==> src/hdl/msic_pkg.sv <==
package msic_pkg;

  // Field widths.
  localparam int VEL_W   = 16;
  localparam int COORD_W = 16;
  localparam int ANGLE_W = 16;
  localparam int RAD_W   = 15;
  localparam int THR_W   = 15;
  localparam int SW_W    = 16;

  // Serial squarers and CORDIC sizing.
  localparam int MAG_W      = (COORD_W > VEL_W) ? COORD_W : VEL_W;
  localparam int PROD_W     = 2 * MAG_W;
  localparam int SQ_W       = PROD_W + 1;
  localparam int CORDIC_PRE = 24;
  localparam int CX_W       = MAG_W + CORDIC_PRE + 3;
  localparam int STEP_N     = (ANGLE_W > MAG_W) ? ANGLE_W : MAG_W;
  localparam int STEP_W     = $clog2(STEP_N);
  localparam int ATAN_IDX_W = 5;

  // Configuration port.
  localparam int ADDR_W = 5;
  localparam int DATA_W = 32;

  localparam logic [RAD_W-1:0] SECTOR_RADIUS_RST = RAD_W'(1024);
  localparam logic [RAD_W-1:0] CIRCLE_RADIUS_RST = RAD_W'(614);
  localparam logic [SW_W-1:0]  SECTOR_WIDTH_RST  = SW_W'(16384);
  localparam logic [THR_W-1:0] LIN_THR_RST       = THR_W'(51);
  localparam logic [THR_W-1:0] YAW_THR_RST       = THR_W'(51);

  typedef enum logic [2:0] {
    REG_SECTOR_RADIUS = 3'd0,
    REG_CIRCLE_RADIUS = 3'd1,
    REG_SECTOR_WIDTH  = 3'd2,
    REG_LIN_THR       = 3'd3,
    REG_YAW_THR       = 3'd4
  } reg_idx_t;

  typedef enum logic [1:0] {
    MC_STOPPED     = 2'd0,
    MC_TRANSLATING = 2'd1,
    MC_TURNING     = 2'd2
  } motion_t;

  typedef struct packed {
    logic signed [VEL_W-1:0]   vel_x;
    logic signed [VEL_W-1:0]   vel_y;
    logic signed [VEL_W-1:0]   yaw_rate;
    logic signed [COORD_W-1:0] person_x;
    logic signed [COORD_W-1:0] person_y;
    logic                      person_present;
    logic                      last_in_frame;
  } sample_t;

  typedef struct packed {
    motion_t motion_class;
    logic    person_inside;
    logic    intrusion_so_far;
    logic    frame_done;
  } verdict_t;

  // Arctangent of 2^-i, 2^32 per turn; entries past the table are zero.
  localparam logic [31:0] ATAN_TAB [2**ATAN_IDX_W] = '{
    32'h20000000, 32'h12E4051E, 32'h09FB385B, 32'h051111D4, 32'h028B0D43,
    32'h0145D7E1, 32'h00A2F61E, 32'h00517C55, 32'h0028BE53, 32'h00145F2F,
    32'h000A2F98, 32'h000517CC, 32'h00028BE6, 32'h000145F3, 32'h0000A2FA,
    32'h0000517D, 32'h000028BE, 32'h0000145F, 32'h00000A30, 32'h00000518,
    32'h0000028C, 32'h00000146, 32'h000000A3, 32'h00000051,
    32'h0, 32'h0, 32'h0, 32'h0, 32'h0, 32'h0, 32'h0, 32'h0
  };

endpackage

==> src/hdl/msic_chan_if.sv <==
interface msic_sample_if import msic_pkg::*; ();
  logic    valid;
  logic    ready;
  sample_t data;

  modport source (output valid, output data, input ready);
  modport sink (input valid, input data, output ready);
endinterface

interface msic_verdict_if import msic_pkg::*; ();
  logic     valid;
  logic     ready;
  verdict_t data;

  modport source (output valid, output data, input ready);
  modport sink (input valid, input data, output ready);
endinterface

==> src/hdl/motion_sector_intrusion_check_top.sv <==
// Channel  | Direction | Payload                                        | Handshake
// sample   | in        | vel_x, vel_y, yaw_rate, person_x, person_y,    | valid/ready
//          |           | person_present, last_in_frame                  |
// verdict  | out       | motion_class, person_inside, intrusion_so_far, | valid/ready
//          |           | frame_done                                     |
// APB      | in/out    | five registers at byte addresses 0, 4, .. 16   | psel/penable
//
// Each item is loaded, then runs 16 steps of the two CORDIC units and the bit-serial
// squarers (one rotation and one multiplier bit per cycle); ST_SUM then sums the
// squares and takes the bearing difference, and ST_DONE compares and loads the result.
// Reset is synchronous; it restores the register defaults and clears the frame flag.
// The finished result waits in the output register; the next item is taken meanwhile
// and only its final cycle holds until that register has been emptied.
module motion_sector_intrusion_check_top import msic_pkg::*; (
  input  logic                clk,
  input  logic                rst,
  msic_sample_if.sink         sample,
  msic_verdict_if.source      verdict,
  input  logic                psel,
  input  logic                penable,
  input  logic                pwrite,
  input  logic [ADDR_W-1:0]   paddr,
  input  logic [DATA_W-1:0]   pwdata,
  output logic [DATA_W-1:0]   prdata,
  output logic                pready
);

  localparam int OPS    = 7;
  localparam int OP_VX  = 0;
  localparam int OP_VY  = 1;
  localparam int OP_PX  = 2;
  localparam int OP_PY  = 3;
  localparam int OP_LTH = 4;
  localparam int OP_SR  = 5;
  localparam int OP_CR  = 6;
  localparam int DM_W   = ANGLE_W + 1;
  localparam int CMP_W  = ANGLE_W + 18;
  localparam int ANG_CMP_SHIFT = 17;

  typedef enum logic [3:0] {
    ST_IDLE = 4'b0001,
    ST_RUN  = 4'b0010,
    ST_SUM  = 4'b0100,
    ST_DONE = 4'b1000
  } state_t;

  typedef struct packed {
    logic signed [CX_W-1:0] x;
    logic signed [CX_W-1:0] y;
    logic [31:0]            z;
  } cordic_t;

  function automatic logic [MAG_W-1:0] mag(input logic signed [MAG_W-1:0] v);
    return v[MAG_W-1] ? (~v + 1'b1) : v;
  endfunction

  // Scale by 2^CORDIC_PRE and pre-rotate the left half plane by a quarter turn.
  function automatic cordic_t cordic_init(input logic signed [MAG_W-1:0] x0,
                                          input logic signed [MAG_W-1:0] y0);
    cordic_t c;
    logic signed [CX_W-1:0] xs;
    logic signed [CX_W-1:0] ys;
    xs = CX_W'(x0) <<< CORDIC_PRE;
    ys = CX_W'(y0) <<< CORDIC_PRE;
    if (xs < 0) begin
      if (ys >= 0) begin
        c.x = ys;
        c.y = -xs;
        c.z = 32'h40000000;
      end else begin
        c.x = -ys;
        c.y = xs;
        c.z = 32'hC0000000;
      end
    end else begin
      c.x = xs;
      c.y = ys;
      c.z = 32'h0;
    end
    return c;
  endfunction

  function automatic cordic_t cordic_iter(input cordic_t c, input logic [STEP_W-1:0] i);
    cordic_t n;
    logic signed [CX_W-1:0] dx;
    logic signed [CX_W-1:0] dy;
    logic [31:0]            a;
    dx = c.y >>> i;
    dy = c.x >>> i;
    a  = ATAN_TAB[ATAN_IDX_W'(i)];
    if (c.y > 0) begin
      n.x = c.x + dx;
      n.y = c.y - dy;
      n.z = c.z + a;
    end else begin
      n.x = c.x - dx;
      n.y = c.y + dy;
      n.z = c.z - a;
    end
    return n;
  endfunction

  function automatic logic [ANGLE_W-1:0] bearing_round(input logic [31:0] z);
    logic [31:0] t;
    t = z + (32'd1 << (31 - ANGLE_W));
    return t[31 -: ANGLE_W];
  endfunction

  // Configuration registers.
  logic [RAD_W-1:0] sector_radius;
  logic [RAD_W-1:0] circle_radius;
  logic [SW_W-1:0]  sector_width;
  logic [THR_W-1:0] lin_thr;
  logic [THR_W-1:0] yaw_thr;
  logic [2:0]       reg_idx;

  assign reg_idx = paddr[ADDR_W-1:2];
  assign pready  = 1'b1;

  always_ff @(posedge clk) begin
    if (rst) begin
      sector_radius <= SECTOR_RADIUS_RST;
      circle_radius <= CIRCLE_RADIUS_RST;
      sector_width  <= SECTOR_WIDTH_RST;
      lin_thr       <= LIN_THR_RST;
      yaw_thr       <= YAW_THR_RST;
    end else if (psel && penable && pwrite && pready) begin
      unique case (reg_idx)
        REG_SECTOR_RADIUS: sector_radius <= pwdata[RAD_W-1:0];
        REG_CIRCLE_RADIUS: circle_radius <= pwdata[RAD_W-1:0];
        REG_SECTOR_WIDTH:  sector_width  <= pwdata[SW_W-1:0];
        REG_LIN_THR:       lin_thr       <= pwdata[THR_W-1:0];
        REG_YAW_THR:       yaw_thr       <= pwdata[THR_W-1:0];
        default: ;
      endcase
    end
  end

  always_comb begin
    unique case (reg_idx)
      REG_SECTOR_RADIUS: prdata = DATA_W'(sector_radius);
      REG_CIRCLE_RADIUS: prdata = DATA_W'(circle_radius);
      REG_SECTOR_WIDTH:  prdata = DATA_W'(sector_width);
      REG_LIN_THR:       prdata = DATA_W'(lin_thr);
      REG_YAW_THR:       prdata = DATA_W'(yaw_thr);
      default:           prdata = '0;
    endcase
  end

  // Control.
  state_t            state;
  logic [STEP_W-1:0] step;
  logic              out_valid;
  verdict_t          out_data;
  logic              accum;
  logic              out_free;

  // Datapath.
  logic [PROD_W-1:0] mc [OPS];
  logic [MAG_W-1:0]  ml [OPS];
  logic [PROD_W-1:0] sq [OPS];
  cordic_t           vel_c;
  cordic_t           per_c;
  logic              vel_zero;
  logic              per_zero;
  logic              present;
  logic              last;
  logic              yaw_fast;
  logic [SQ_W-1:0]   speed_sum;
  logic [SQ_W-1:0]   dist_sum;
  logic [DM_W-1:0]   dmag;

  logic [MAG_W-1:0]   op_in [OPS];
  logic [ANGLE_W-1:0] b_per;
  logic [ANGLE_W-1:0] b_vel;
  logic [ANGLE_W-1:0] b_diff;
  logic               is_translating;
  logic               is_turning;
  logic               sector_hit;
  logic               circle_hit;
  logic               zone_hit;
  logic               so_far;
  motion_t            mclass;

  assign sample.ready  = (state == ST_IDLE);
  assign verdict.valid = out_valid;
  assign verdict.data  = out_data;
  assign out_free      = !out_valid || verdict.ready;

  always_comb begin
    op_in[OP_VX]  = mag(MAG_W'(sample.data.vel_x));
    op_in[OP_VY]  = mag(MAG_W'(sample.data.vel_y));
    op_in[OP_PX]  = mag(MAG_W'(sample.data.person_x));
    op_in[OP_PY]  = mag(MAG_W'(sample.data.person_y));
    op_in[OP_LTH] = MAG_W'(lin_thr);
    op_in[OP_SR]  = MAG_W'(sector_radius);
    op_in[OP_CR]  = MAG_W'(circle_radius);
  end

  always_comb begin
    b_per  = per_zero ? '0 : bearing_round(per_c.z);
    b_vel  = vel_zero ? '0 : bearing_round(vel_c.z);
    b_diff = b_per - b_vel;
  end

  always_comb begin
    is_translating = speed_sum > SQ_W'(sq[OP_LTH]);
    is_turning     = !is_translating && yaw_fast;
    sector_hit     = (dist_sum < SQ_W'(sq[OP_SR])) &&
                     ((CMP_W'(dmag) << ANG_CMP_SHIFT) < (CMP_W'(sector_width) << ANGLE_W));
    circle_hit     = dist_sum < SQ_W'(sq[OP_CR]);
    if (is_translating) begin
      mclass = MC_TRANSLATING;
    end else if (is_turning) begin
      mclass = MC_TURNING;
    end else begin
      mclass = MC_STOPPED;
    end
    zone_hit = present && (is_translating ? sector_hit : (is_turning && circle_hit));
    so_far   = accum || zone_hit;
  end

  always_ff @(posedge clk) begin
    if (rst) begin
      state     <= ST_IDLE;
      step      <= '0;
      out_valid <= 1'b0;
      accum     <= 1'b0;
    end else begin
      // A new result may replace the one taken at this very edge.
      if (state == ST_DONE && out_free) begin
        out_valid <= 1'b1;
      end else if (verdict.valid && verdict.ready) begin
        out_valid <= 1'b0;
      end
      unique case (state)
        ST_IDLE: begin
          step <= '0;
          if (sample.valid) begin
            state <= ST_RUN;
          end
        end
        ST_RUN: begin
          step <= step + 1'b1;
          if (step == STEP_W'(STEP_N - 1)) begin
            state <= ST_SUM;
          end
        end
        ST_SUM: begin
          state <= ST_DONE;
        end
        ST_DONE: begin
          if (out_free) begin
            accum <= last ? 1'b0 : so_far;
            state <= ST_IDLE;
          end
        end
        default: state <= ST_IDLE;
      endcase
    end
  end

  always_ff @(posedge clk) begin
    if (state == ST_IDLE && sample.valid) begin
      for (int k = 0; k < OPS; k++) begin
        mc[k] <= PROD_W'(op_in[k]);
        ml[k] <= op_in[k];
        sq[k] <= '0;
      end
      vel_c    <= cordic_init(MAG_W'(sample.data.vel_x), MAG_W'(sample.data.vel_y));
      per_c    <= cordic_init(MAG_W'(sample.data.person_x), MAG_W'(sample.data.person_y));
      vel_zero <= (sample.data.vel_x == '0) && (sample.data.vel_y == '0);
      per_zero <= (sample.data.person_x == '0) && (sample.data.person_y == '0);
      present  <= sample.data.person_present;
      last     <= sample.data.last_in_frame;
      yaw_fast <= mag(MAG_W'(sample.data.yaw_rate)) > MAG_W'(yaw_thr);
    end
    if (state == ST_RUN) begin
      // One multiplier bit per cycle for every square.
      for (int k = 0; k < OPS; k++) begin
        if (ml[k][0]) begin
          sq[k] <= sq[k] + mc[k];
        end
        mc[k] <= mc[k] << 1;
        ml[k] <= ml[k] >> 1;
      end
      if ({1'b0, step} < (STEP_W + 1)'(ANGLE_W)) begin
        vel_c <= cordic_iter(vel_c, step);
        per_c <= cordic_iter(per_c, step);
      end
    end
    if (state == ST_SUM) begin
      speed_sum <= SQ_W'(sq[OP_VX]) + SQ_W'(sq[OP_VY]);
      dist_sum  <= SQ_W'(sq[OP_PX]) + SQ_W'(sq[OP_PY]);
      // Magnitude of the wrapped bearing difference; a half turn stays positive.
      dmag      <= b_diff[ANGLE_W-1] ? ((DM_W'(1) << ANGLE_W) - {1'b0, b_diff})
                                     : {1'b0, b_diff};
    end
    if (state == ST_DONE && out_free) begin
      out_data.motion_class     <= mclass;
      out_data.person_inside    <= zone_hit;
      out_data.intrusion_so_far <= so_far;
      out_data.frame_done       <= last;
    end
  end

endmodule
==> src/flat_wrapper.sv <==
// flat-port wrapper written by rule: the top's interface ports become plain ports
module motion_sector_intrusion_check_top_flat import msic_pkg::*;
  (clk, rst, psel, penable, pwrite, paddr, pwdata, prdata, pready, sample_valid, sample_data, sample_ready, verdict_valid, verdict_data, verdict_ready);
  msic_sample_if sample_i ();
  msic_verdict_if verdict_i ();
  input  logic clk;
  input  logic rst;
  input  logic psel;
  input  logic penable;
  input  logic pwrite;
  input  logic [ADDR_W-1:0] paddr;
  input  logic [DATA_W-1:0] pwdata;
  output logic [DATA_W-1:0] prdata;
  output logic pready;
  input wire logic [$bits(sample_i.valid)-1:0] sample_valid;
  input wire logic [$bits(sample_i.data)-1:0] sample_data;
  output wire logic [$bits(sample_i.ready)-1:0] sample_ready;
  output wire logic [$bits(verdict_i.valid)-1:0] verdict_valid;
  output wire logic [$bits(verdict_i.data)-1:0] verdict_data;
  input wire logic [$bits(verdict_i.ready)-1:0] verdict_ready;
  assign sample_i.valid = sample_valid;
  assign sample_i.data = sample_data;
  assign sample_ready = sample_i.ready;
  assign verdict_valid = verdict_i.valid;
  assign verdict_data = verdict_i.data;
  assign verdict_i.ready = verdict_ready;
  motion_sector_intrusion_check_top u_core (.clk(clk), .rst(rst), .sample(sample_i), .verdict(verdict_i), .psel(psel), .penable(penable), .pwrite(pwrite), .paddr(paddr), .pwdata(pwdata), .prdata(prdata), .pready(pready));
endmodule
==> config.mk <==
export PLATFORM = sky130hd
export DESIGN_NAME = motion_sector_intrusion_check_top_flat
export DESIGN_NICKNAME = d
export VERILOG_FILES = /design/src/hdl/msic_pkg.sv /design/src/hdl/msic_chan_if.sv /design/src/hdl/motion_sector_intrusion_check_top.sv /design/src/flat_wrapper.sv
export SDC_FILE = /design/constraint.sdc
export NUM_CORES = 2
export LEC_CHECK = 0
export ABC_CLOCK_PERIOD_IN_PS = 18100
export BUFFER_PORTS_ARGS = -buffer_cell sky130_fd_sc_hd__buf_4
export CAP_MARGIN = 10
export CORE_UTILIZATION = 60
export DETAILED_ROUTE_END_ITERATION = 10
export PLACE_DENSITY = 0.84
export SETUP_SLACK_MARGIN = 0.4
export SLEW_MARGIN = 20
export SYNTH_ARGS = -nofsm -noshare
export SYNTH_HDL_FRONTEND = slang
export SYNTH_SLANG_ARGS = --single-unit
==> constraint.sdc <==
create_clock -name clk -period 18.1 [get_ports clk]
set_input_delay 2.715 -clock clk [delete_from_list [all_inputs] [get_ports clk]]
set_output_delay 2.715 -clock clk [all_outputs]
set_load 0.05 [all_outputs]
==> results.py <==
metrics = {
    "run_status": {
        "status": "finished, final reports clean",
    },
    "synth": {
        "synth_warnings": 0,
        "synth_commonest_cells": "nand2_1, edfxtp_1, nor2_1",
        "ys.flop_type": "edfxtp_1",
        "avgSynthCellArea_um2": 9.30,
        "syn-instance-count": 8874,
        "synth_area_leader_cell": "edfxtp_1",
        "netlist_area_mm2": 0.0825,
        "synth_cell_types": 129,
        "netlist.area_leader.share_pct": 31.9,
        "yosysMostFrequentCell": "nand2_1",
        "synthTopCellsByArea": "edfxtp_1, ha_1, nand2_1, mux4_2, a21oi_1",
        "synth-async-reset-ratio_pct": 0,
        "synth-seq-area-share_pct": 34.2,
        "synth_edf_count": 877,
        "ys_seq_elements": 972,
    },
    "routing": {
        "viasPerCell": 6.52,
        "drc": 0,
        "drt_iter0_drc": 7603,
        "num_vias": 69600,
        "wirelength_mm": 218,
        "post_drt_wl_per_cell_um": 20.4,
        "postRouteAntennaNets": 0,
        "drt_pass1_iterations": 9,
    },
    "place": {
        "pre_cts_slack_ps": 9770,
        "place_congestion": 0.967,
        "dp.cells": 10500,
        "numPortBuffers": 130,
        "placed_cell_area_mm2": 0.0843,
        "hpwl_mm": 158,
    },
    "setup_path": {
        "end_kind": "register",
        "slowest_delay_ps": 710,
        "cp_max_fo": 62,
        "r2r_slack_ps": 9630,
        "worstPathArrival_ps": 8970,
        "r2r_end": "u_core.vel_c[72]",
        "crit_required_ps": 18600,
        "crit_type": "register to register",
        "start_kind": "register",
        "reg2regPathDepth": 24,
        "worstReg2RegStart": "u_core.step[0]",
        "path_cells": "buf_4, buf_4, mux4_2, nand2_1, and3_1, a31o_2, ha_1, o211ai_1, nor3_1, nand2_1, nor2_1, a21oi_1, xnor2_1, ha_1, o21ai_0, nor2_1, or4b_2, o21ai_0, a21oi_1, a211oi_1, o21ai_0, a21oi_1, nor4b_1, or3_1",
        "crit_slowest_cell": "buf_4",
    },
    "finish": {
        "nets": 9614,
        "design_area_mm2": 0.0880,
        "fill_cells": 10600,
        "antenna_cells": 0,
        "final_core_util_pct": 64.7,
        "syn2layout_area_growth_pct": 6.70,
        "fin_cells": 10700,
        "drive_above_1_share_pct": 8.31,
    },
    "sta": {
        "period_needed_ps": 8470,
        "rsz0062_at_grt": "false",
        "hold_viol_final": 0,
        "fin_ws_ps": 9630,
        "setup_viol": 0,
        "fmax_ghz": 0.118,
        "period_share_pct": 46.8,
        "maxSlewViolCount": 0,
        "skew_ps": 48.7,
        "hold_ws_ps": 468,
        "worst_slew_pin_slew_ps": 1130,
        "tns_ps": 0,
        "relSlewSlack_pct": 24.1,
    },
    "clocking": {
        "post_cts_buffers": 0,
        "htreeDepth": 3,
        "ctsLongestPathBuffers": 3,
        "clock_sink_count": 972,
        "post_cts_resized": 0,
        "numCtsBuffers": 108,
        "root_buffer": "clkbuf_16",
        "cts_hold_buf": 0,
        "clkTransAtPathRegs_ps": 70,
        "worstSkewPairLatency_ps": 770,
        "cts_tree": "yes",
    },
    "grt": {
        "grt_pass1_vias": 66100,
        "gr-total-overflow": 0,
        "grt_pass1_wl_mm": 348,
        "grt_max_degree": 102,
        "grt_usage_pct": 30.4,
        "antenna_found_initial": 2,
    },
    "hold_path": {
        "min_path_type": "register to register",
        "holdPathEnd": "u_core.verdict.data[0]",
        "min_from": "u_core.last",
        "min_delay_path_depth": 0,
    },
    "die": {
        "die_area_mm2": 0.139,
        "die-height_um": 373,
        "rows": 135,
        "core_mm2": 0.136,
        "die_x_um": 373,
        "io-pin-count": 166,
        "initial_utilization_pct": 60.7,
    },
    "job": {
        "maxCapViolCount": 0,
    },
    "power": {
        "finalPower_mw": 11.2,
        "max-vdd-ir-drop_v": 0.0000878,
        "power.density_mw_per_mm2": 127,
        "p_leak_nw": 36.0,
    },
}
## flip-flops by register name, indices dropped and copies added (netlist names), 17 cells and up
name / count
u_core.mc: 224
u_core.sq: 224
u_core.per_c: 118
u_core.vel_c: 118
u_core.ml: 109
u_core.dist_sum: 33
u_core.speed_sum: 33
u_core.dmag: 17
## critical path, delay by kind of cell (launching register included)
| kind | cells | cell delay (ps) |
|---|---|---|
| AOI/OAI and AO/OA | 9 | 2050 |
| xor gates and xnor gates | 1 | 180 |
| adders and majority gates | 2 | 570 |
| buffers and inverters | 2 | 1410 |
| DFF | 1 | 630 |
| muxes | 1 | 620 |
| and+or+nand+nor | 9 | 2650 |
## how the worst max path moves through the flow
stage	from	end	slack [ps]	cells past startpoint
2_1_floorplan	sample_valid	u_core.mc[0][10]	3230	4
3_3_place_gp	u_core.step[0]	u_core.vel_c[72]	9960	24
3_5_place_dp	u_core.step[0]	u_core.vel_c[72]	9770	24
4_1_cts	u_core.step[0]	u_core.vel_c[72]	9770	24
5_1_grt	u_core.step[0]	u_core.vel_c[72]	9090	24
6_report	u_core.step[0]	u_core.vel_c[72]	9630	24
## layout make-up
| type | count | area [um^2] | share of cell area [%] |
|---|---|---|---|
| Multi-Input combinational cell | 7187 | 51100 | 58.1 |
| Sequential cell | 972 | 28300 | 32.1 |
| Clock buffer | 129 | 2850 | 3.24 |
| Tap cell | 1781 | 2230 | 2.53 |
| Timing Repair Buffer | 193 | 1450 | 1.65 |
| Inverter | 332 | 1260 | 1.43 |
| Clock inverter | 75 | 857 | 0.974 |
## layout by cell type, fill, tap and decap left out, types with 100 or more instances in the layout
cell type / synthesis / layout
nor2_1: 810 / 807
nand2b_1: 119 / 119
nand3_1: 171 / 171
edfxtp_1: 877 / 877
xnor2_1: 372 / 372
buf_4: 26 / 193
o21ai_0: 506 / 506
a21o_1: 415 / 415
inv_1: 325 / 324
ha_1: 678 / 678
clkbuf_16: 0 / 108
o21a_1: 104 / 104
a21oi_1: 666 / 666
xor2_1: 325 / 325
o211ai_1: 100 / 100
nor3_1: 168 / 167
mux4_2: 155 / 155
and2_1: 183 / 183
nand2_1: 936 / 933
mux2i_1: 162 / 162
## power by group
part	total [mW]	switching [mW]	internal (mW)
registers	3.43	0.392	3.04
logic	5.42	3.16	2.26
clock network	2.32	0.999	1.32
## cell families after synthesis
kind of cell	after synthesis	share of synthesized area [%]
AOI/OAI and AO/OA	2399	18.6
xor gates and xnor gates	697	7.40
adders and majority gates	694	10.7
buffers and inverters	731	3.96
DFF	972	34.2
muxes	436	8.17
other	2	0.00910
and+or+nand+nor	2943	17.0
## layer usage
layer  GRT usage, %  share of wire [%]  vias up
li1               -                  -    32600
met1           40.4                 41    33200
met2           50.1                 47     3126
met3           3.95                8.4      587
met4           12.3                4.2        4
met5              0              0.012        -
Power figures use the tool's default switching activity.
